===== config.mk =====
export PLATFORM = sky130hd
export DESIGN_NAME = shc_table
export DESIGN_NICKNAME = d
export VERILOG_FILES = /design/src/rtl/core/shc_pkg.sv /design/src/rtl/core/shc_table.sv
export SDC_FILE = /design/constraint.sdc
export NUM_CORES = 2
export LEC_CHECK = 0
export BUFFER_PORTS_ARGS = -buffer_cell sky130_fd_sc_hd__buf_2
export CORE_UTILIZATION = 45
export CTS_CLUSTER_SIZE = 8
export DETAILED_ROUTE_END_ITERATION = 16
export HOLD_SLACK_MARGIN = 0.03
export MAX_ROUTING_LAYER = met4
export PLACE_DENSITY = 0.74
export SYNTH_ARGS = -nofsm -noshare
export SYNTH_HDL_FRONTEND = slang
export SYNTH_SLANG_ARGS = --single-unit

===== constraint.sdc =====
create_clock -name clk -period 4.85 [get_ports clk]
set_input_delay 0.97 -clock clk [delete_from_list [all_inputs] [get_ports clk]]
set_output_delay 0.97 -clock clk [all_outputs]
set_load 0.05 [all_outputs]

===== src/rtl/core/shc_pkg.sv =====
// ----------------------------------------------------------------------------
// shc_pkg
// Shared types and codes for the subset hypothesis classifier: action and
// status codes, sequencer states, register indexes and the scan step word.
// ----------------------------------------------------------------------------
package shc_pkg;

  // fixed field widths
  localparam int CNT_W    = 6;   // attr_count, prop_count
  localparam int SUM_W    = 7;   // attr_count + prop_count
  localparam int IN_W     = 64;  // set_bits field
  localparam int MATCH_W  = 32;  // match mask fields
  localparam int ACT_W    = 64;  // activity field
  localparam int POS_W    = 5;   // bit position inside a match mask

  // register reset values
  localparam logic [CNT_W-1:0] ATTR_RESET = 6'd32;
  localparam logic [CNT_W-1:0] PROP_RESET = 6'd8;

  // configuration register indexes
  localparam logic CFG_ATTR_COUNT = 1'b0;
  localparam logic CFG_PROP_COUNT = 1'b1;

  // input actions
  typedef enum logic [1:0] {
    ACT_LOAD_PLUS  = 2'd0,
    ACT_LOAD_MINUS = 2'd1,
    ACT_CLASSIFY   = 2'd2,
    ACT_CLEAR      = 2'd3
  } action_t;

  // result status codes
  typedef enum logic [1:0] {
    STAT_LOADED     = 2'd0,
    STAT_FULL       = 2'd1,
    STAT_CLASSIFIED = 2'd2,
    STAT_CLEARED    = 2'd3
  } status_t;

  // sequencer states
  typedef enum logic [2:0] {
    S_IDLE,
    S_SCAN,
    S_DRAIN,
    S_FINISH,
    S_RESP
  } state_t;

  // one scan step, aligned with the table read data
  typedef struct packed {
    logic             plus_en;
    logic             minus_en;
    logic [POS_W-1:0] pos;
  } scan_step_t;

endpackage


===== src/rtl/core/shc_table.sv =====
// ----------------------------------------------------------------------------
// shc_table
// Hypothesis table memory: one write port, one read port, registered read.
// ----------------------------------------------------------------------------
module shc_table import shc_pkg::*; #(
  parameter int DEPTH = 32,
  parameter int WIDTH = 64,
  parameter int IDXW  = 5
) (
  input  logic             clk,
  input  logic             we,
  input  logic [IDXW-1:0]  waddr,
  input  logic [WIDTH-1:0] wdata,
  input  logic [IDXW-1:0]  raddr,
  output logic [WIDTH-1:0] rdata
);

  logic [WIDTH-1:0] mem [DEPTH];

  // write port
  always_ff @(posedge clk) begin
    if (we) begin
      mem[waddr] <= wdata;
    end
  end

  // registered read port
  always_ff @(posedge clk) begin
    rdata <= mem[raddr];
  end

endmodule


### Yosys cells after proc, flatten, opt, wreduce, memory -nomap -nowiden

Memories as Yosys holds them, arrays and structs flattened. A register that Yosys moved wholly into a read port is not among the register bits.
Index checks and enable logic that the tools add are counted.

| cells by class | value |
|---|---|
| muxes and demuxes | 2 |

Operator list:

| operator | count |
|---|---|
| $mux W1 | 2 |

| word-level totals | value |
|---|---|
| RAM bits | 2048 |
| memories kept | 1 |
| bits in registers | 0 |
| word-level logic and storage cells | 3 |
| output and inout port bits | 64 |

Memory list:

| memory | words | bits a word | rd ports | clocked after Yosys merged registers in | wr ports | RTL line | RTL |
|---|---|---|---|---|---|---|---|
| mem | 32 | 64 | 1 | 1 | 1 | shc_table.sv:18 | `logic [WIDTH-1:0] mem [DEPTH];` |

### Depth between registers and ports, before layout

| depth | value |
|---|---|
| word-level depth | 2 |
| depth in mapped cells | 9 |

### Least setup slack after synthesis

OpenSTA, ideal clock, no wires.

| timing | value |
|---|---|
| path kind | in2reg |
| from | input port waddr[1] |
| to | memory mem[12][0], enable pin |
| stages | 3 |
| data required time | 4364 ps |
| arrival | 4306 ps |
| setup time | 486 ps |
| slack | 58 ps |
| path buffers | 1 |
| cells stage by stage | or3b_2 -> clkbuf_1 -> nor2_1 |

RTL lines:

| what | RTL line | RTL |
|---|---|---|
| start, declared | shc_table.sv:12 | `input logic [IDXW-1:0] waddr,` |
| end, declared | shc_table.sv:18 |  |

Straight into the memory's write port.

### Final worst setup path

| timing | value |
|---|---|
| from | register rdata[44], read port of mem |
| to | output port rdata[44] |

RTL lines:

| what | RTL line | RTL |
|---|---|---|
| start, declared | shc_table.sv:15 | `output logic [WIDTH-1:0] rdata` |

No word-level cell between the ends.

==> results.md <==
* Pin slew with the least headroom to its limit at 1.02 ns
* Crit start category: flip-flop
* Synth Cell Area at 79000 sq um
* Synth unique cells at 31
* Outcome: finished, final reports clean
* HPWL Detailed at 89100 microns
* Slew headroom at 0.318
* Post-route setup TNS at 0 ns
* Synth Area in Adders at 0
* Routed len/inst at roughly 33 microns
* I/O Buffers at 139
* First DRT Iteration DRCs at 5143
* Area growth, synth to finish at 16.8%
* CTS tree: yes
* Die width at 421 microns
* Arrival @ worst endpoint at 1.73 ns
* Final wirelength at 198000 microns
* Post-cts resize count at 0
* First-pass GRT wire length at 282000 microns
* Post-route minimum period at between 2 and 3 ns
* RSZ-0062 raised after global routing: no
* Vias in the first global route at 38300
* Synth Net Count at 3173
* Pleak at 28.9 nW
* Post-synthesis xor/xnor area fraction at 0
* Worst Path Buf+Inv at 1
* Worst Setup End Kind: output pin
* Remaining antenna violation count after routing at 0
* Crit path max-delay family: flip-flops
* Most frequent cells in the layout: edfxtp_1, mux4_2, clkbuf_16
* Max capacitance violation total at 0
* #FFs+latches synth at about 2100
* Crit-path cells: buf_2
* Worst-path fanout max at 1
* Die area at ~180000 sq um
* Placer Congestion at 0.745
* Layout cells sized above 1 at 0.346
* First drt pass iteration count at 5
* Maximum VDD drop at 0.000348 V
* Synth Area in Compound Gates at 0.00466
* CP peak stage delay at 0.49 ns
* Pin count of the biggest net entering global routing at 87
* Cells after Synth at 3097
* Final period util at 0.557
* Placed cell area at ~83000 sq um
* Final setup viols at 0
* Vias at 37100
* Skew final at 0.0601 ns
* Post-CTS Setup Inserts at 0
* CTS Hold Bufs at 0
* Via-to-Cell Ratio at 6.17
* Total Routing Usage GR at 0.230
* TritonCTS buffer count at 314
* Final nets at 3567
* Max Slew Vio Count at 0
* TritonCTS Sinks at between 2000 and 2500
* Crit path setup slack, layout at 2.15 ns
* Final hold vios at 0
* Mux contribution to synthesized area at 0.187
* Crit path kind: flip-flop to output pin
* Sequential share of the synthesized area at 0.795
* Hold Path Class: input port to flip-flop
* Grt ovf at 0
* Fmax at 0.370 GHz
* Worst EP required at 3.88 ns
* Syn avg cell area at 25.5 sq um
* Worst skew pair latency at 0.90 ns
* Largest family of logic cells by synthesized area: multiplexers
* Io pins at 140
* Synth Area in Simple Gates at 0.00379
* Starting density of the core at 0.454
* Clock transition at the registers of the reported paths at approximately 0.050 ns
* Most common cell after layout, fill and taps aside: edfxtp_1
* Synth Warn # at 0
* Root Driver: clkbuf_16
* Core area at 174000 sq um
* Cell area after layout at ~92000 sq um
* Max Root-Sink Buffers at 4
* H-Tree Depth at 5
* Residual DRC count at 0
* Pwr/cell area at 454 nW/um^2
* # rows at 153
* Initial antenna violation count at 21
* Die Ht at roughly 420 microns
* CP max stage cell: dfxtp_1
* Pre-CTS setup slack at 1.34 ns
## cell usage after synthesis (all sizes together)
cell,n,area share
a211oi,3,0.00029
a221oi,12,0.0013
a22o,1,0.00011
a22oi,3,0.00029
and2,4,0.00032
buf,101,0.0068
clkbuf,55,0.0026
dfxtp,64,0.016
edfxtp,2048,0.78
inv,1,0.000047
mux2,74,0.011
mux2i,38,0.0048
mux4,602,0.17
nand2,3,0.00014
nand2b,2,0.00016
nand3,2,0.00013
nand3b,5,0.00048
nor2,41,0.0019
nor2b,4,0.00032
o211ai,3,0.00029
o21ai,9,0.00057
o221ai,3,0.00033
o22ai,10,0.00079
o2bb2ai,3,0.00033
o31a,3,0.00033
or3,1,0.000079
or3b,2,0.00022
## worst reg2reg max path, cell delays in order (launching register included)
cell	delay, ns
edfxtp_1	0.46
mux4_2	0.56
mux4_2	0.48
mux2_2	0.28
## final timing paths
path / slack (ns) / to / depth (start not counted) / startpoint
setup / recovery: 2.15 / rdata[44] / 1 / rdata[44]
hold / removal: 0.56 / mem[29][53] / 1 / wdata[53]
setup reg to reg: 2.95 / rdata[54] / 3 / mem[27][54]
hold reg to reg: 0.88 / rdata[61] / 4 / mem[12][61]
## where the power goes
part	internal, mW	switching, mW
sequential	20.3	0.112
clock	12.0	7.37
combinational	0.777	1.23
## cell type report
type / count / area, sq um
antenna: 15 / 37.5
sequential: 2112 / 62800
clock buffer: 491 / 8650
fill: 12500 / 81800
multi-input combinational: 828 / 15700
tap: 2325 / 2910
clock inverter: 7 / 60.1
timing repair buffer: 234 / 2080
inverter: 1 / 3.75
## kinds of logic after synthesis
kind of cell / count (synthesis)
simple gates: 64
mux: 714
flops: 2112
buf+inv: 157
compound gates: 50
## metrics by stage
step	cells	utilization	hold slack (ns)	power, mW
CTS	5998	0.530	0.497	42.1
detailed placement	5500	0.480	0.887	22.8
floorplan	3097	-	0.722	22.0
global route	6009	0.530	0.543	42.9
global placement	5500	0.480	0.848	22.7
finish	6013	0.530	0.564	41.9
## registers in the layout, indices dropped and copies added (netlist names)
signal	flops
rdata	64
mem	2048
## routing by layer
layer | up-vias | track usage | wire (microns)
met5 | - | - | 0
met4 | 0 | 0.0801 | 6490
met3 | 449 | 0.0434 | 18500
met2 | 2378 | 0.380 | 101000
met1 | 19900 | 0.286 | 71600
li1 | 14300 | - | -
(Power assumes the default switching activity.)
