File: src/rtl/core/shc_pkg.sv
// ----------------------------------------------------------------------------
// shc_pkg
// Shared types and codes for the subset hypothesis classifier: action and
// status codes, sequencer states, register indexes and the scan step word.
// ----------------------------------------------------------------------------
package shc_pkg;

  // fixed field widths
  localparam int CNT_W    = 6;   // attr_count, prop_count
  localparam int SUM_W    = 7;   // attr_count + prop_count
  localparam int IN_W     = 64;  // set_bits field
  localparam int MATCH_W  = 32;  // match mask fields
  localparam int ACT_W    = 64;  // activity field
  localparam int POS_W    = 5;   // bit position inside a match mask

  // register reset values
  localparam logic [CNT_W-1:0] ATTR_RESET = 6'd32;
  localparam logic [CNT_W-1:0] PROP_RESET = 6'd8;

  // configuration register indexes
  localparam logic CFG_ATTR_COUNT = 1'b0;
  localparam logic CFG_PROP_COUNT = 1'b1;

  // input actions
  typedef enum logic [1:0] {
    ACT_LOAD_PLUS  = 2'd0,
    ACT_LOAD_MINUS = 2'd1,
    ACT_CLASSIFY   = 2'd2,
    ACT_CLEAR      = 2'd3
  } action_t;

  // result status codes
  typedef enum logic [1:0] {
    STAT_LOADED     = 2'd0,
    STAT_FULL       = 2'd1,
    STAT_CLASSIFIED = 2'd2,
    STAT_CLEARED    = 2'd3
  } status_t;

  // sequencer states
  typedef enum logic [2:0] {
    S_IDLE,
    S_SCAN,
    S_DRAIN,
    S_FINISH,
    S_RESP
  } state_t;

  // one scan step, aligned with the table read data
  typedef struct packed {
    logic             plus_en;
    logic             minus_en;
    logic [POS_W-1:0] pos;
  } scan_step_t;

endpackage

File: src/rtl/core/shc_match.sv
// ----------------------------------------------------------------------------
// shc_match
// Shared subset compare unit. Each step checks one plus and one minus entry
// against the example, sets their match bits and narrows the reduced set.
// ----------------------------------------------------------------------------
module shc_match import shc_pkg::*; #(
  parameter int WIDTH = 64
) (
  input  logic               clk,
  input  logic               start,
  input  logic [WIDTH-1:0]   example,
  input  logic [WIDTH-1:0]   set_mask,
  input  scan_step_t         step,
  input  logic [WIDTH-1:0]   plus_word,
  input  logic [WIDTH-1:0]   minus_word,
  output logic [WIDTH-1:0]   reduced,
  output logic [MATCH_W-1:0] plus_hits,
  output logic [MATCH_W-1:0] minus_hits
);

  logic [WIDTH-1:0]   ex;
  logic [WIDTH-1:0]   plus_h;
  logic [WIDTH-1:0]   minus_h;
  logic               plus_hit;
  logic               minus_hit;
  logic [WIDTH-1:0]   reduced_next;
  logic [MATCH_W-1:0] bit_sel;

  function automatic logic minus_en_ok(input logic en, input logic [WIDTH-1:0] h,
                                       input logic [WIDTH-1:0] e);
    return en && ((h & ~e) == '0);
  endfunction

  // subset tests on the masked entries
  always_comb begin
    plus_h       = plus_word & set_mask;
    minus_h      = minus_word & set_mask;
    plus_hit     = step.plus_en && ((plus_h & ~ex) == '0);
    minus_hit    = minus_en_ok(step.minus_en, minus_h, ex);
    bit_sel      = MATCH_W'(1) << step.pos;
    reduced_next = reduced;
    if (plus_hit) begin
      reduced_next = reduced_next & plus_h;
    end
    if (minus_hit) begin
      reduced_next = reduced_next & minus_h;
    end
  end

  // accumulators
  always_ff @(posedge clk) begin
    if (start) begin
      ex         <= example;
      reduced    <= example;
      plus_hits  <= '0;
      minus_hits <= '0;
    end else begin
      reduced <= reduced_next;
      if (plus_hit) begin
        plus_hits <= plus_hits | bit_sel;
      end
      if (minus_hit) begin
        minus_hits <= minus_hits | bit_sel;
      end
    end
  end

endmodule
File: config.mk
export PLATFORM = sky130hd
export DESIGN_NAME = shc_match
export DESIGN_NICKNAME = d
export VERILOG_FILES = /design/src/rtl/core/shc_pkg.sv /design/src/rtl/core/shc_match.sv
export SDC_FILE = /design/constraint.sdc
export NUM_CORES = 1
export LEC_CHECK = 0
export ABC_AREA = 1
export BUFFER_PORTS_ARGS = -buffer_cell sky130_fd_sc_hd__buf_2
export CAP_MARGIN = 20
export CORE_UTILIZATION = 30
export CTS_BUF_LIST = sky130_fd_sc_hd__clkbuf_8 sky130_fd_sc_hd__clkbuf_16
export CTS_CLUSTER_SIZE = 25
export DETAILED_ROUTE_END_ITERATION = 10
export PLACE_DENSITY_LB_ADDON = 0.12
export SYNTH_ARGS = -nofsm -noshare
export SYNTH_HDL_FRONTEND = slang
export SYNTH_SLANG_ARGS = --single-unit
File: constraint.sdc
create_clock -name clk -period 1.9 [get_ports clk]
set_input_delay 0.19 -clock clk [delete_from_list [all_inputs] [get_ports clk]]
set_output_delay 0.19 -clock clk [all_outputs]
set_load 0.01 [all_outputs]
### After elaboration in Yosys (flattened, before gate mapping)

Index checks and enable logic that the tools add are counted.

* flip-flop bits (word level): 192
* input port bits: 265
* ROM bits: 0
* memories: 0
* bits in writable memories: 0
* latch bits: 0
* logic and storage cells: 21

* $lt $le $gt $ge: 0
* muxes and demuxes: 3
* $mul: 0
* equal/unequal tests: 0
* add/sub/neg operators: 0
* div/mod/pow operators: 0
* shift operators: 1
* reduce and logical (&&, ||, !) cells: 4
* bitwise operators: 9

Operators by type and width (number)
* $and A64 B64 Y64: 6
* $mux W64: 3
* $logic_not A64 Y1: 2
* $not A64 Y64: 1
* $or A32 B32 Y32: 2
* $shl A1 B5 Y32 const A: 1
* $logic_and A1 B1 Y1: 2

### Depth between registers and ports, before layout

Gate-level depths: netlist of run 1.

* word-level depth: 8
* gate-level depth with buffers: 13

### Worst setup path before layout of run 1

No wires, ideal clock.

* path type: reg-to-reg
* start: register ex[35]
* end: register plus_hits[21]
* data required time: 1.772 ns
* path buffers: 2
* library setup time: 0.128 ns
* data arrival time: 1.376 ns
* period minus slack after synthesis: 1.504 ns
* setup slack: 0.396 ns
* stages on the path, launching flop included: 12
* cell sequence: edfxtp_1 -> or2_2 -> nand2_1 -> nor2_1 -> nand2_1 -> nor2_1 -> nand2_1 -> nor2_2 -> buf_4 -> buf_6 -> a21oi_1 -> nor2_1

* word-level cells in the longest chain between the ends: 4

RTL lines
* start, declared: RTL line shc_match.sv:21 `logic [WIDTH-1:0] ex;`
* start signal, assigned: RTL line shc_match.sv:53 `ex <= example;`
* $not A64 Y64: RTL line shc_match.sv:38 `plus_hit = step.plus_en && ((plus_h & ~ex) == '0);`
* $and A64 B64 Y64: RTL line shc_match.sv:38
* $logic_not A64 Y1: RTL line shc_match.sv:38
* $logic_and A1 B1 Y1: RTL line shc_match.sv:38
* end signal, assigned: RTL line shc_match.sv:60 `plus_hits <= plus_hits | bit_sel;`
* end, declared: RTL line shc_match.sv:17 `output logic [MATCH_W-1:0] plus_hits,`

Every way passes these cells.
A chain may end at the register's enable or synchronous reset.

### Worst setup path in the final report of run 1

* start: register ex[27]
* end: register reduced[40]

* word-level cells in the longest chain between the ends: 8
* elaborated cells on any way between the ends: 11
* classes of those cells: mux (3); bitwise (4); reduce/logical (4)

RTL lines
* $not A64 Y64 (*): RTL line shc_match.sv:31, shc_match.sv:38
* $and A64 B64 Y64: RTL line shc_match.sv:38
* $logic_not A64 Y1: RTL line shc_match.sv:38
* $logic_and A1 B1 Y1: RTL line shc_match.sv:38
* $mux W64: RTL line shc_match.sv:42 `if (plus_hit) begin`
* $and A64 B64 Y64: RTL line shc_match.sv:46 `reduced_next = reduced_next & minus_h;`
* $mux W64 (*): RTL line shc_match.sv:45 `if (minus_hit) begin`
* $mux W64 (*): RTL line shc_match.sv:52 `if (start) begin`
* end signal, assigned: RTL line shc_match.sv:54 `reduced <= example;`
* end signal, assigned: RTL line shc_match.sv:58 `reduced <= reduced_next;`
* end, declared: RTL line shc_match.sv:16 `output logic [WIDTH-1:0] reduced,`

Every way passes the cells marked *; elsewhere a longest branch is shown, timed or not.

==> results.md, run 1 <==
- The actual transition at the worst max-transition pin is 526.2 ps.
- For this design the ratio of total power to cell area is 703.2 nW/um^2.
- In the final timing run, aggregate negative setup slack is 0 ps.
- Of the total power, the clock network draws 37.4%.
- Setup repair after global routing could not meet its margin everywhere.
- The least setup slack across all paths after layout is 8.332 ps.
- The switching fraction of total power is 29.71%.
- The filler cells instantiated in the layout total 3208.
- After floorplanning, the core was divided into 64 placement rows.
- Across every metal layer, demand over resource in global routing totals 24.24%.
- The worst clock skew is 15.57 ps.
- The cell area after synthesis is 9524 um^2.
- Headroom to the max-slew limit came out at 64.65%.
- Using the TritonRoute via totals, the vias-per-cell ratio works out to 4.754.
- The final HPWL from detailed placement is 31.05 mm.
- The smallest clock period supported by the final layout is computed as 1892 ps.
- The number of hold violations in the final report is 0.
- In the finished design, the share of the clock period the worst path needs comes to 99.56%.
- The remaining antenna violation count after routing is 0.
- The overall die area is 32460 um^2.
- The die width is 180.2 um.
- The vertical extent of the die is 180.2 um.
- Routability-driven placement finished with a final weighted congestion of 0.8353.
- The analysis attributes to cell leakage a power of 0.006971 uW.
- The max-capacitance violation count is 0.
- The worst-path maximum fanout is 9.
- In this run the count of I/O pins placed on the die edge is 393.
- The number of slew-limit violations in the final report is 0.
- The reg-to-reg setup timing slack is 8 ps.
- The clock-pin slew on the worst setup and hold paths is 80 ps.
- At the end of the flow, the number of nets in the layout was 2120.
- The overall overflow remaining after global route is 0.
- In this run the cell area measured after placement is 12350 um^2.
- In this run the number of H-tree levels came out at 4.
- Clock latency on the worst-skew pair, taken at its later pin, is 460 ps.
- During synthesis, Yosys emitted a total of 0 warnings.
- The TritonCTS sink count is 192.
- The post-route netlist has 32.92% of its cells at a drive strength greater than 1.
- Clock tree synthesis selected as its root buffer the cell sky130_fd_sc_hd__clkbuf_16.
- The via count of the first global-routing pass was 10240.
- The DRC violation total after the first TritonRoute iteration is 660.
- Internal power comes to 7149 uW.
- The via total after detailed routing is 10770.
- No sink is reached through more buffers than the 2 on the longest clock path.
- The data arrival time of the critical path is 2240 ps.
- Of the total power, registers draw 45.2%.
- The pin count of the biggest net entering global routing is 77.
- Summing all multi-input logic gate instances after layout gives 4733 um^2.
- The first detailed-routing pass took 4 iterations.
- The routed wire length is 40.72 mm.
- The data required time of the worst path is 2240 ps.
- Counting every instance in the synthesized netlist gives 1361.
- Of the synthesized area, sequential elements account for 47.08%.
- The run finished with clean final reports.
- The worst-case IR drop observed on VDD is 0.5735 mV.
- The standard cell core area is 30910 um^2.
- The startpoint type of the worst setup path is a register.
- The net switching power of the design is 3022 uW.
- The sequential cell area in the final layout is 4484 um^2.
- The number of clock buffers added by TritonCTS is 17.
- The worst setup path is captured at a register.
- Before CTS, the worst setup slack after placement is -115.4 ps.
- A synthesized cell averages 6.998 um^2.
- After detailed routing, the number of remaining DRC violations is 0.
- The count of input and output buffers is 392.
- After synthesis the netlist holds a flip-flop and latch count of 192.
- The highest attainable clock frequency is 528.6 MHz.
- The routed length per placed instance is 17.97 um.
- The critical path in this run is classified as register to register.
- The kind of path behind the tightest hold check is input pin to register.
- The effective utilization at floorplan is 30.81%.
- The synthesized netlist contains 23 unique library cells.
- The power share of the combinational group is 17.4%.
- The post-synthesis net count is 1626.
- The CTS tree is built.
- The global-route wire length before repair is 59.10 mm.
- The setup-violating endpoint count in the final report is 0.
- The number of antenna violations at the first check in global routing is 5.
- The area of all placed cells without fillers is 14460 um^2.
- The area growth from synthesis to layout is 51.87%.
- The power consumption is 10170 uW.
[synth_stat cells]
master                     instances  share of area [%]
sky130_fd_sc_hd__nor2_2            2               0.13
sky130_fd_sc_hd__buf_6             5               0.59
sky130_fd_sc_hd__o22ai_1           5               0.33
sky130_fd_sc_hd__nand4_1          22                1.4
sky130_fd_sc_hd__o21ai_1           2               0.11
sky130_fd_sc_hd__nand3b_1         15                1.2
sky130_fd_sc_hd__dfxtp_1         128                 27
sky130_fd_sc_hd__nor2_1          201                7.9
sky130_fd_sc_hd__a31oi_1           1              0.066
sky130_fd_sc_hd__nand3_1         259                 14
sky130_fd_sc_hd__nand2_1         379                 15
sky130_fd_sc_hd__edfxtp_1         64                 20
sky130_fd_sc_hd__o21ai_0           4               0.21
sky130_fd_sc_hd__nor3_1            5               0.26
sky130_fd_sc_hd__nor2_4            1               0.12
sky130_fd_sc_hd__inv_1           148                5.8
sky130_fd_sc_hd__buf_2             9               0.47
sky130_fd_sc_hd__or2_2             1              0.066
sky130_fd_sc_hd__buf_4            11               0.87
sky130_fd_sc_hd__buf_1             2              0.079
sky130_fd_sc_hd__a21oi_1          64                3.4
sky130_fd_sc_hd__clkbuf_1         32                1.3
sky130_fd_sc_hd__and3_1            1              0.066
[sequential cells by signal, indices dropped and copies added, names as in the netlist]
register    cells
reduced        64
plus_hits      32
ex             64
minus_hits     32
[metrics by stage]
stage          cells  hold WS (ps)  util (%)
2_1_floorplan   1361         288.9         -
5_1_grt         2266         77.07     46.79
4_1_cts         2249         40.37     44.43
3_5_place_dp    2148         382.4     39.95
3_3_place_gp    2148         382.8     39.95
6_report        2266         62.84     46.79
[power by group through the flow]
stage,clock (uW),combinational (uW),sequential [uW]
after floorplan,0,622,4730
after global placement,0,1540,4690
after detailed placement,0,1550,4690
after CTS,3910,1680,4600
after global routing,4060,1950,4620
final,3810,1770,4600
[repair_timing]
action	in CTS	in global routing
resized for setup	13	131
gates cloned	1	4
setup buffers	4	12
hold buffers	64	0
endpoints found under the setup margin	106	127
pin swaps	1	38
hold endpoints to repair	127	0
[routing by layer]
| layer | routed length, um | track usage [%] | vias to the layer above |
|---|---|---|---|
| met2 | 18550 | 39.02 | 390 |
| met1 | 18360 | 31.85 | 4951 |
| li1 | - | - | 5378 |
| met3 | 2872 | 5.841 | 48 |
| met5 | 35 | 0 | - |
| met4 | 894 | 7.692 | 6 |
[area by class of cell]
class | count | area share [%]
clock buffers | 17 | 2.941
diodes | 2 | 0.03460
inverters | 148 | 3.841
flip-flops and latches | 192 | 31.00
repair buffers | 534 | 24.77
well taps | 396 | 3.426
multi-input cells | 962 | 32.72
clock inverters | 15 | 1.263
[cell families after synthesis]
logic type / Yosys count / synth area share [%]
simple gates: 886 / 39.74
flops: 192 / 47.08
compound gates: 76 / 4.073
buf+inv: 207 / 9.104
[placed cells by master (no fill, tap or decap), types with 6 or more instances in the layout]
cell type and count:
sky130_fd_sc_hd__a21oi_2 7, sky130_fd_sc_hd__nor2_2 7, sky130_fd_sc_hd__nor2_4 6, sky130_fd_sc_hd__buf_12 20, sky130_fd_sc_hd__buf_4 43, sky130_fd_sc_hd__nand2_2 12, sky130_fd_sc_hd__nand4_1 22, sky130_fd_sc_hd__inv_1 145
sky130_fd_sc_hd__nand3b_1 15, sky130_fd_sc_hd__nand3_2 56, sky130_fd_sc_hd__buf_2 391, sky130_fd_sc_hd__dfxtp_1 128, sky130_fd_sc_hd__buf_6 8, sky130_fd_sc_hd__nand2_4 15, sky130_fd_sc_hd__nor2_1 191, sky130_fd_sc_hd__clkbuf_16 21
sky130_fd_sc_hd__nand2_1 352, sky130_fd_sc_hd__dlygate4sd3_1 64, sky130_fd_sc_hd__nand3_1 199, sky130_fd_sc_hd__edfxtp_1 64, sky130_fd_sc_hd__a21oi_1 57, sky130_fd_sc_hd__inv_8 6
[worst max-delay path: stages, from the launching register on]
cell and delay (ps):
sky130_fd_sc_hd__edfxtp_1 380, sky130_fd_sc_hd__nand3b_1 180, sky130_fd_sc_hd__nand2_1 70, sky130_fd_sc_hd__nor2_1 90
sky130_fd_sc_hd__nand2_1 90, sky130_fd_sc_hd__nor2_4 120, sky130_fd_sc_hd__nand3_2 100, sky130_fd_sc_hd__nor2_4 230
sky130_fd_sc_hd__buf_6 170, sky130_fd_sc_hd__buf_12 150, sky130_fd_sc_hd__nand2_1 60, sky130_fd_sc_hd__nand3_1 80
sky130_fd_sc_hd__nand2_1 60
[path summary, 6_finish.rpt]
check,startpoint,depth (start not counted),to
setup / recovery,ex[27],12,reduced[40]
hold / removal,plus_word[48],5,reduced[48]
setup reg to reg,ex[27],12,reduced[40]
hold reg to reg,minus_hits[14],2,minus_hits[14]
Power figures use the tool's default switching activity.
==> inputs of run 2 (changes only) <==
--- a/config.mk
+++ b/config.mk
@@ -13,6 +13,7 @@
 export CTS_CLUSTER_SIZE = 25
 export DETAILED_ROUTE_END_ITERATION = 10
 export PLACE_DENSITY_LB_ADDON = 0.12
+export RECOVER_POWER = 50
 export SYNTH_ARGS = -nofsm -noshare
 export SYNTH_HDL_FRONTEND = slang
 export SYNTH_SLANG_ARGS = --single-unit
==> run 2 against run 1 <==
Sequential power about the same. Final cell count unchanged. Total power about the same. Design area decreased by 0.15%. Routed wire length about the same. Via count about the same. Clock skew about the same. Critical path depth unchanged. Clock-buffer cell count unchanged. Critical path type unchanged. Critical endpoint unchanged. Largest power group unchanged.
==> results.md, run 2 (same netlist as run 1, synthesis figures left out) <==
- The leakage component of the power was 0.006929 uW (-0.60%).
- The data arrival time of the critical path was 2240 ps (about the same).
- The startpoint identified for the worst hold timing path is plus_word[48].
- The number of slew-limit violations in the final report came to 0 (unchanged).
- The DRC violation total after the first TritonRoute iteration is 625 (-5.3%).
- The via count of the first global-routing pass is 10240 (unchanged).
- The category of the most critical setup path is register to register.
- The global placement routability congestion was 0.8353 (unchanged).
- The cell row count came to 64 (unchanged).
- The area growth from synthesis to layout is 51.64%.
- The setup-violating endpoint count in the final report was 0 (unchanged).
- The vertical extent of the die is 180.2 um (unchanged).
- The global-route wire length before repair is 59.10 mm (unchanged).
- The clock-pin slew on the worst setup and hold paths is 80 ps (about the same).
- The number of antenna violations at the first check in global routing was 5 (unchanged).
- The max-capacitance violation count came to 0 (unchanged).
- The overall overflow remaining after global route is 0 (unchanged).
- The total number of H-tree levels is 4 (unchanged).
- Setup repair after global routing could not meet its margin everywhere.
- The post-detailed-route DRC marker count is 0 (unchanged).
- The final hold slack came to 62.92 ps (+0.08860 ps).
- The root buffer cell chosen for the clock tree is sky130_fd_sc_hd__clkbuf_16.
- The post-route clock period utilization was 99.74% (+0.18 points).
- The TritonCTS sink count is 192 (unchanged).
- The via total after detailed routing is 10780 (+0.046%).
- The data required time of the worst path was 2240 ps (about the same).
- The actual transition at the worst max-transition pin is 727.2 ps (+201.0 ps).
- The worst IR drop on VDD is 0.5730 mV (about the same).
- The number of nets in the layout was 2120 (unchanged).
- The detailed-routing iteration count for the pre-antenna-repair pass is 5 (+1).
- The routed wire length is 40.72 mm (about the same).
- The highest attainable clock frequency is 527.7 MHz (-0.18%).
- The critical path startpoint is ex[27].
- The shortest period the worst path allows was 1895 ps (+3.479 ps).
- The maximum buffer depth of the clock tree is 2 (unchanged).
- The count of input and output buffers was 392 (unchanged).
- The placed instance count came to 2148 (unchanged).
- In the final layout, the registers with the most flip-flops are ex (64), reduced (64).
- The CTS tree is built.
- The startpoint identified for the worst register-to-register timing path is ex[27].
- The detailed-route vias per instance is 4.756 (about the same).
- The worst clock skew is 15.96 ps (+0.3838 ps).
- The remaining antenna violation count after routing is 0 (unchanged).
- The number of CTS-inserted buffers is 17 (unchanged).
- The effective utilization at floorplan came to 30.81% (unchanged).
- The startpoint type of the worst setup path is a register.
- The die width was 180.2 um (unchanged).
- The total global routing track utilization was 24.24% (unchanged).
- The final cell count without fillers is 2266 (unchanged).
- In this run the worst hold path is classified as input pin to register.
- The pin count of the biggest net entering global routing is 77 (unchanged).
- The standard cell core area is 30910 um^2 (unchanged).
- The later-pin clock latency in the skew report was 460 ps (about the same).
- The routed length per placed instance is 17.97 um (about the same).
- The share of final-layout standard cells stronger than drive strength 1 is 32.12% (-0.80 points).
- The worst-path maximum fanout was 9 (unchanged).
- The library cell used most frequently in the layout, excluding fill and tap cells, is sky130_fd_sc_hd__buf_2.
- The number of filler instances in the final layout is 3207 (-0.031%).
- The flow ran to the end, and the final reports show no timing, DRC or antenna violations.
- The number of top-level design ports came to 393 (unchanged).
- The power density normalized to cell area came to 704.2 nW/um^2 (+0.15%).
- The relative max-transition margin was 51.52% (-13 points).
- The overall die area is 32460 um^2 (unchanged).
- The top cell types in the final layout, fill and taps aside, are 376 x sky130_fd_sc_hd__buf_2, 352 x sky130_fd_sc_hd__nand2_1, 199 x sky130_fd_sc_hd__nand3_1.
- The worst setup path is captured at a register.
- The final HPWL from detailed placement was 31.05 mm (unchanged).
- The number of hold violations in the final report is 0 (unchanged).
run 2: final timing paths:
kind	to	slack, ps	cells after the start
setup reg to reg	reduced[40]	5	12
hold / removal	reduced[48]	60	5
setup / recovery	reduced[40]	5	12
hold reg to reg	minus_hits[16]	450	2
run 2: power breakdown:
| part | switching [uW] | internal [uW] |
|---|---|---|
| sequential | 109 | 4490 |
| combinational | 1020 | 744 |
| clock | 1900 | 1910 |
| total | 3030 | 7140 |
run 2: critical path, stage by stage, from the launching register on:
cell and delay (ps):
sky130_fd_sc_hd__edfxtp_1 380, sky130_fd_sc_hd__nand3b_1 190, sky130_fd_sc_hd__nand2_1 70, sky130_fd_sc_hd__nor2_1 90
sky130_fd_sc_hd__nand2_1 90, sky130_fd_sc_hd__nor2_4 120, sky130_fd_sc_hd__nand3_2 100, sky130_fd_sc_hd__nor2_4 230
sky130_fd_sc_hd__buf_6 170, sky130_fd_sc_hd__buf_12 150, sky130_fd_sc_hd__nand2_1 60, sky130_fd_sc_hd__nand3_1 80
sky130_fd_sc_hd__nand2_1 60
run 2: metal layers:
layer | vias to the layer above | global-route usage (%) | wire [um]
li1 | 5384 | - | -
met4 | 6 | 7.692 | 897
met2 | 390 | 39.02 | 18550
met3 | 50 | 5.841 | 2904
met1 | 4948 | 31.85 | 18340
met5 | - | 0 | 35
run 2: layout make-up:
type,instances,area (um^2),area share (%)
Clock buffer,17,425.4,2.946
Clock inverter,15,182.7,1.265
Tap cell,396,495.5,3.431
Antenna cell,2,5.005,0.03465
Inverter,148,555.5,3.846
Timing Repair Buffer,534,3561,24.66
Multi-Input combinational cell,962,4733,32.77
Sequential cell,192,4484,31.05
run 2: what timing repair did:
action                                 in CTS  in global routing
resized for setup                          13                131
setup endpoints to repair                 106                127
buffers inserted                            4                 12
cloned                                      1                  4
hold buffers                               64                  0
pin swaps                                   1                 38
endpoints found under the hold margin     127                  0
run 2: through the flow:
step	TNS, ps	util, %	power (uW)	setup slack [ps]	cell area (um^2)
after floorplan	0	-	5354	396.4	9524
after global placement	-4499	39.95	6230	-108.5	12350
after detailed placement	-5791	39.95	6240	-115.4	12350
after CTS	-191.2	44.43	10180	-17.13	13730
after global routing	-4077	46.73	10630	-95.16	14440
final	0	46.73	10170	4.853	14440
==> inputs of run 3 (changes only) <==
--- a/config.mk
+++ b/config.mk
@@ -8,12 +8,14 @@
 export ABC_AREA = 1
 export BUFFER_PORTS_ARGS = -buffer_cell sky130_fd_sc_hd__buf_2
 export CAP_MARGIN = 20
+export CORE_MARGIN = 3
 export CORE_UTILIZATION = 30
 export CTS_BUF_LIST = sky130_fd_sc_hd__clkbuf_8 sky130_fd_sc_hd__clkbuf_16
 export CTS_CLUSTER_SIZE = 25
 export DETAILED_ROUTE_END_ITERATION = 10
 export PLACE_DENSITY_LB_ADDON = 0.12
 export RECOVER_POWER = 50
+export REMOVE_ABC_BUFFERS = 1
 export SYNTH_ARGS = -nofsm -noshare
 export SYNTH_HDL_FRONTEND = slang
 export SYNTH_SLANG_ARGS = --single-unit
==> run 3 against run 2 <==
Critical path type unchanged. Largest cell class unchanged. Largest power group unchanged. Utilization down 1.4 points. Clock power down 4%. Via count down 1.5%. Combinational power down 5%.
==> results.md, run 3 (same netlist as run 1, synthesis figures left out) <==
- The number of antenna violations at the first check in global routing is 10 (+5).
- The total number of H-tree levels is 4 (unchanged).
- The via total after detailed routing is 10620 (-1.5%).
- The data required time of the worst path was 2240 ps (about the same).
- The setup-violating endpoint count in the final report was 0 (unchanged).
- The routed wire length is 40.02 mm (-1.7%).
- The later-pin clock latency in the skew report is 450 ps (about the same).
- Setup repair after global routing could not meet its margin everywhere.
- STA classifies the critical path startpoint as a register.
- The clock-pin slew on the worst setup and hold paths came to 70 ps (about the same).
- The global placement routability congestion is 0.8679 (+3.9%).
- The final HPWL from detailed placement was 29.12 mm (-6.2%).
- The highest attainable clock frequency is 537.0 MHz (+1.8%).
- The max-capacitance violation count is 0 (unchanged).
- The share of final-layout standard cells stronger than drive strength 1 is 27.68% (-4.4 points).
- The die width came to 184.2 um (+2.2%).
- The area of the multi-input gates is 4562 um^2 (-3.6%).
- The sequential cell area in the final layout is 4484 um^2 (unchanged).
- The TritonCTS sink count was 192 (unchanged).
- The actual transition at the worst max-transition pin is 1111 ps (+384.2 ps).
- The routed length per placed instance was 17.78 um (-1.1%).
- The number of filler instances in the final layout is 3225 (+0.56%).
- In this run the clock root is driven by a sky130_fd_sc_hd__clkbuf_16.
- The area growth from synthesis to layout is 47.23%.
- The worst setup path is captured at a register.
- The startpoint identified for the worst hold timing path is plus_word[24].
- The worst setup path is of the register to register kind.
- The pin count of the biggest net entering global routing came to 48 (-38%).
- The remaining antenna violation count after routing was 0 (unchanged).
- The origin of the critical flop-to-flop path is ex[60].
- The number of slew-limit violations in the final report was 0 (unchanged).
- The reg-to-reg setup timing slack is 40 ps (+30 ps).
- The CTS tree is built.
- The via count of the first global-routing pass is 10110 (-1.3%).
- The DRC violation total after the first TritonRoute iteration is 617 (-1.3%).
- The critical path startpoint is ex[60].
- The shortest period the worst path allows is 1862 ps (-33.00 ps).
- The leakage component of the power was 0.006596 uW (-4.8%).
- The maximum buffer depth of the clock tree was 2 (unchanged).
- The worst clock skew is 11.93 ps (-4.026 ps).
- The vertical extent of the die came to 184.2 um (+2.2%).
- The worst-path maximum fanout is 17 (+8).
- The detailed-route vias per instance is 4.718 (-0.80%).
- The post-route clock period utilization is 98.01% (-1.7 points).
- The worst IR drop on VDD is 0.5488 mV (-4.2%).
- The post-detailed-route DRC marker count came to 0 (unchanged).
- The largest registers in the layout are ex (64), reduced (64).
- The relative max-transition margin is 25.91% (-26 points).
- The global-route wire length before repair is 56.44 mm (-4.5%).
- The number of top-level design ports is 393 (unchanged).
- The overall overflow remaining after global route is 0 (unchanged).
- The run finished with clean final reports.
- The number of hold violations in the final report is 0 (unchanged).
- The final hold slack is 70.74 ps (+7.818 ps).
- The data arrival time of the critical path is 2200 ps (-40 ps).
- The number of nets in the layout came to 2098 (-1.0%).
- The overall die area is 33920 um^2 (+4.5%).
- The total global routing track utilization is 21.94% (-2.3 points).
- The standard cell core area is 30910 um^2 (unchanged).
- The min-delay analysis places its worst path in the category input pin to register.
- The count of input and output buffers is 392 (unchanged).
- The effective utilization at floorplan came to 30.81% (unchanged).
- The power density normalized to cell area came to 707.6 nW/um^2 (+0.48%).
- The detailed-routing iteration count for the pre-antenna-repair pass is 5 (unchanged).
- The cell row count was 64 (unchanged).
- The top cell types in the final layout, fill and taps aside, are 362 x sky130_fd_sc_hd__nand2_1, 332 x sky130_fd_sc_hd__buf_2, 211 x sky130_fd_sc_hd__nand3_1.
- The number of CTS-inserted buffers is 17 (unchanged).
- The total negative slack came to 0 ps (unchanged).
- The most frequent standard cell in the layout excluding fill and tap cells is sky130_fd_sc_hd__nand2_1.
[run 3: cell count changes in the layout (fill, tap and decap cells not counted), moves of 4 or more]
cell,delta
sky130_fd_sc_hd__buf_2,-44
sky130_fd_sc_hd__clkbuf_1,+44
sky130_fd_sc_hd__buf_4,-20
sky130_fd_sc_hd__nand2_4,-13
sky130_fd_sc_hd__nand3_1,+12
sky130_fd_sc_hd__nand2_1,+10
sky130_fd_sc_hd__nand3_2,-10
sky130_fd_sc_hd__diode_2,+7
sky130_fd_sc_hd__buf_12,-6
sky130_fd_sc_hd__clkbuf_16,+4
sky130_fd_sc_hd__inv_8,-4
[run 3: power breakdown]
group / internal [uW] / leakage, uW / total (uW) / switching [uW]
logic: 690 / 0.00462 / 1670 / 977
registers: 4490 / 0.00168 / 4590 / 103
clock network: 1900 / 0.000298 / 3660 / 1760
[run 3: area by class of cell]
type / instances / area share, %
well taps: 396 / 3.534
flip-flops and latches: 192 / 31.98
diodes: 9 / 0.1606
multi-input cells: 962 / 32.53
inverters: 148 / 3.962
clock inverters: 12 / 0.6603
clock buffers: 20 / 3.489
repair buffers: 512 / 23.68
[run 3: per-stage QoR]
step	utilization, %	total power, uW	cell area (um^2)	setup slack, ps	cells
final	45.37	9923	14020	37.85	2251
after global routing	45.35	10410	14020	-114.5	2249
after CTS	43.93	9997	13580	-15.24	2229
after detailed placement	39.49	6178	12210	-232.9	2129
after global placement	39.49	6167	12210	-225.5	2129
after floorplan	-	5281	9213	-1042	1302
[run 3: routing by layer]
metal	vias up	track usage, %	share of wire [%]
met5	-	0	0.052
met4	4	7.741	3.0
met3	64	6.394	7.8
met2	368	35.86	46
met1	4846	27.73	43
li1	5339	-	-
[run 3: path summary, 6_finish.rpt]
| kind | endpoint | depth (start not counted) |
|---|---|---|
| setup / recovery | reduced[14] | 12 |
| hold / removal | reduced[24] | 5 |
| setup reg to reg | reduced[14] | 12 |
| hold reg to reg | minus_hits[25] | 2 |
[run 3: worst max-delay path, cell delays in order, from the launching register on]
cell and delay (ps):
sky130_fd_sc_hd__edfxtp_1 340, sky130_fd_sc_hd__nand3b_1 120, sky130_fd_sc_hd__nand2_1 100, sky130_fd_sc_hd__nor2_2 150, sky130_fd_sc_hd__nand2_2 80, sky130_fd_sc_hd__nor2_4 130
sky130_fd_sc_hd__nand2_2 80, sky130_fd_sc_hd__nor2_4 120, sky130_fd_sc_hd__buf_12 190, sky130_fd_sc_hd__buf_12 180, sky130_fd_sc_hd__nand3_1 80, sky130_fd_sc_hd__nand3_1 90
sky130_fd_sc_hd__nand2_1 60
[run 3: timing repair]
| item | in CTS | in global routing |
|---|---|---|
| resized for setup | 13 | 87 |
| hold buffers | 64 | 0 |
| endpoints found under the setup margin | 101 | 125 |
| endpoints found under the hold margin | 128 | 0 |
| pin swaps | 2 | 11 |
| setup buffers | 2 | 5 |
| gates cloned | 2 | 8 |
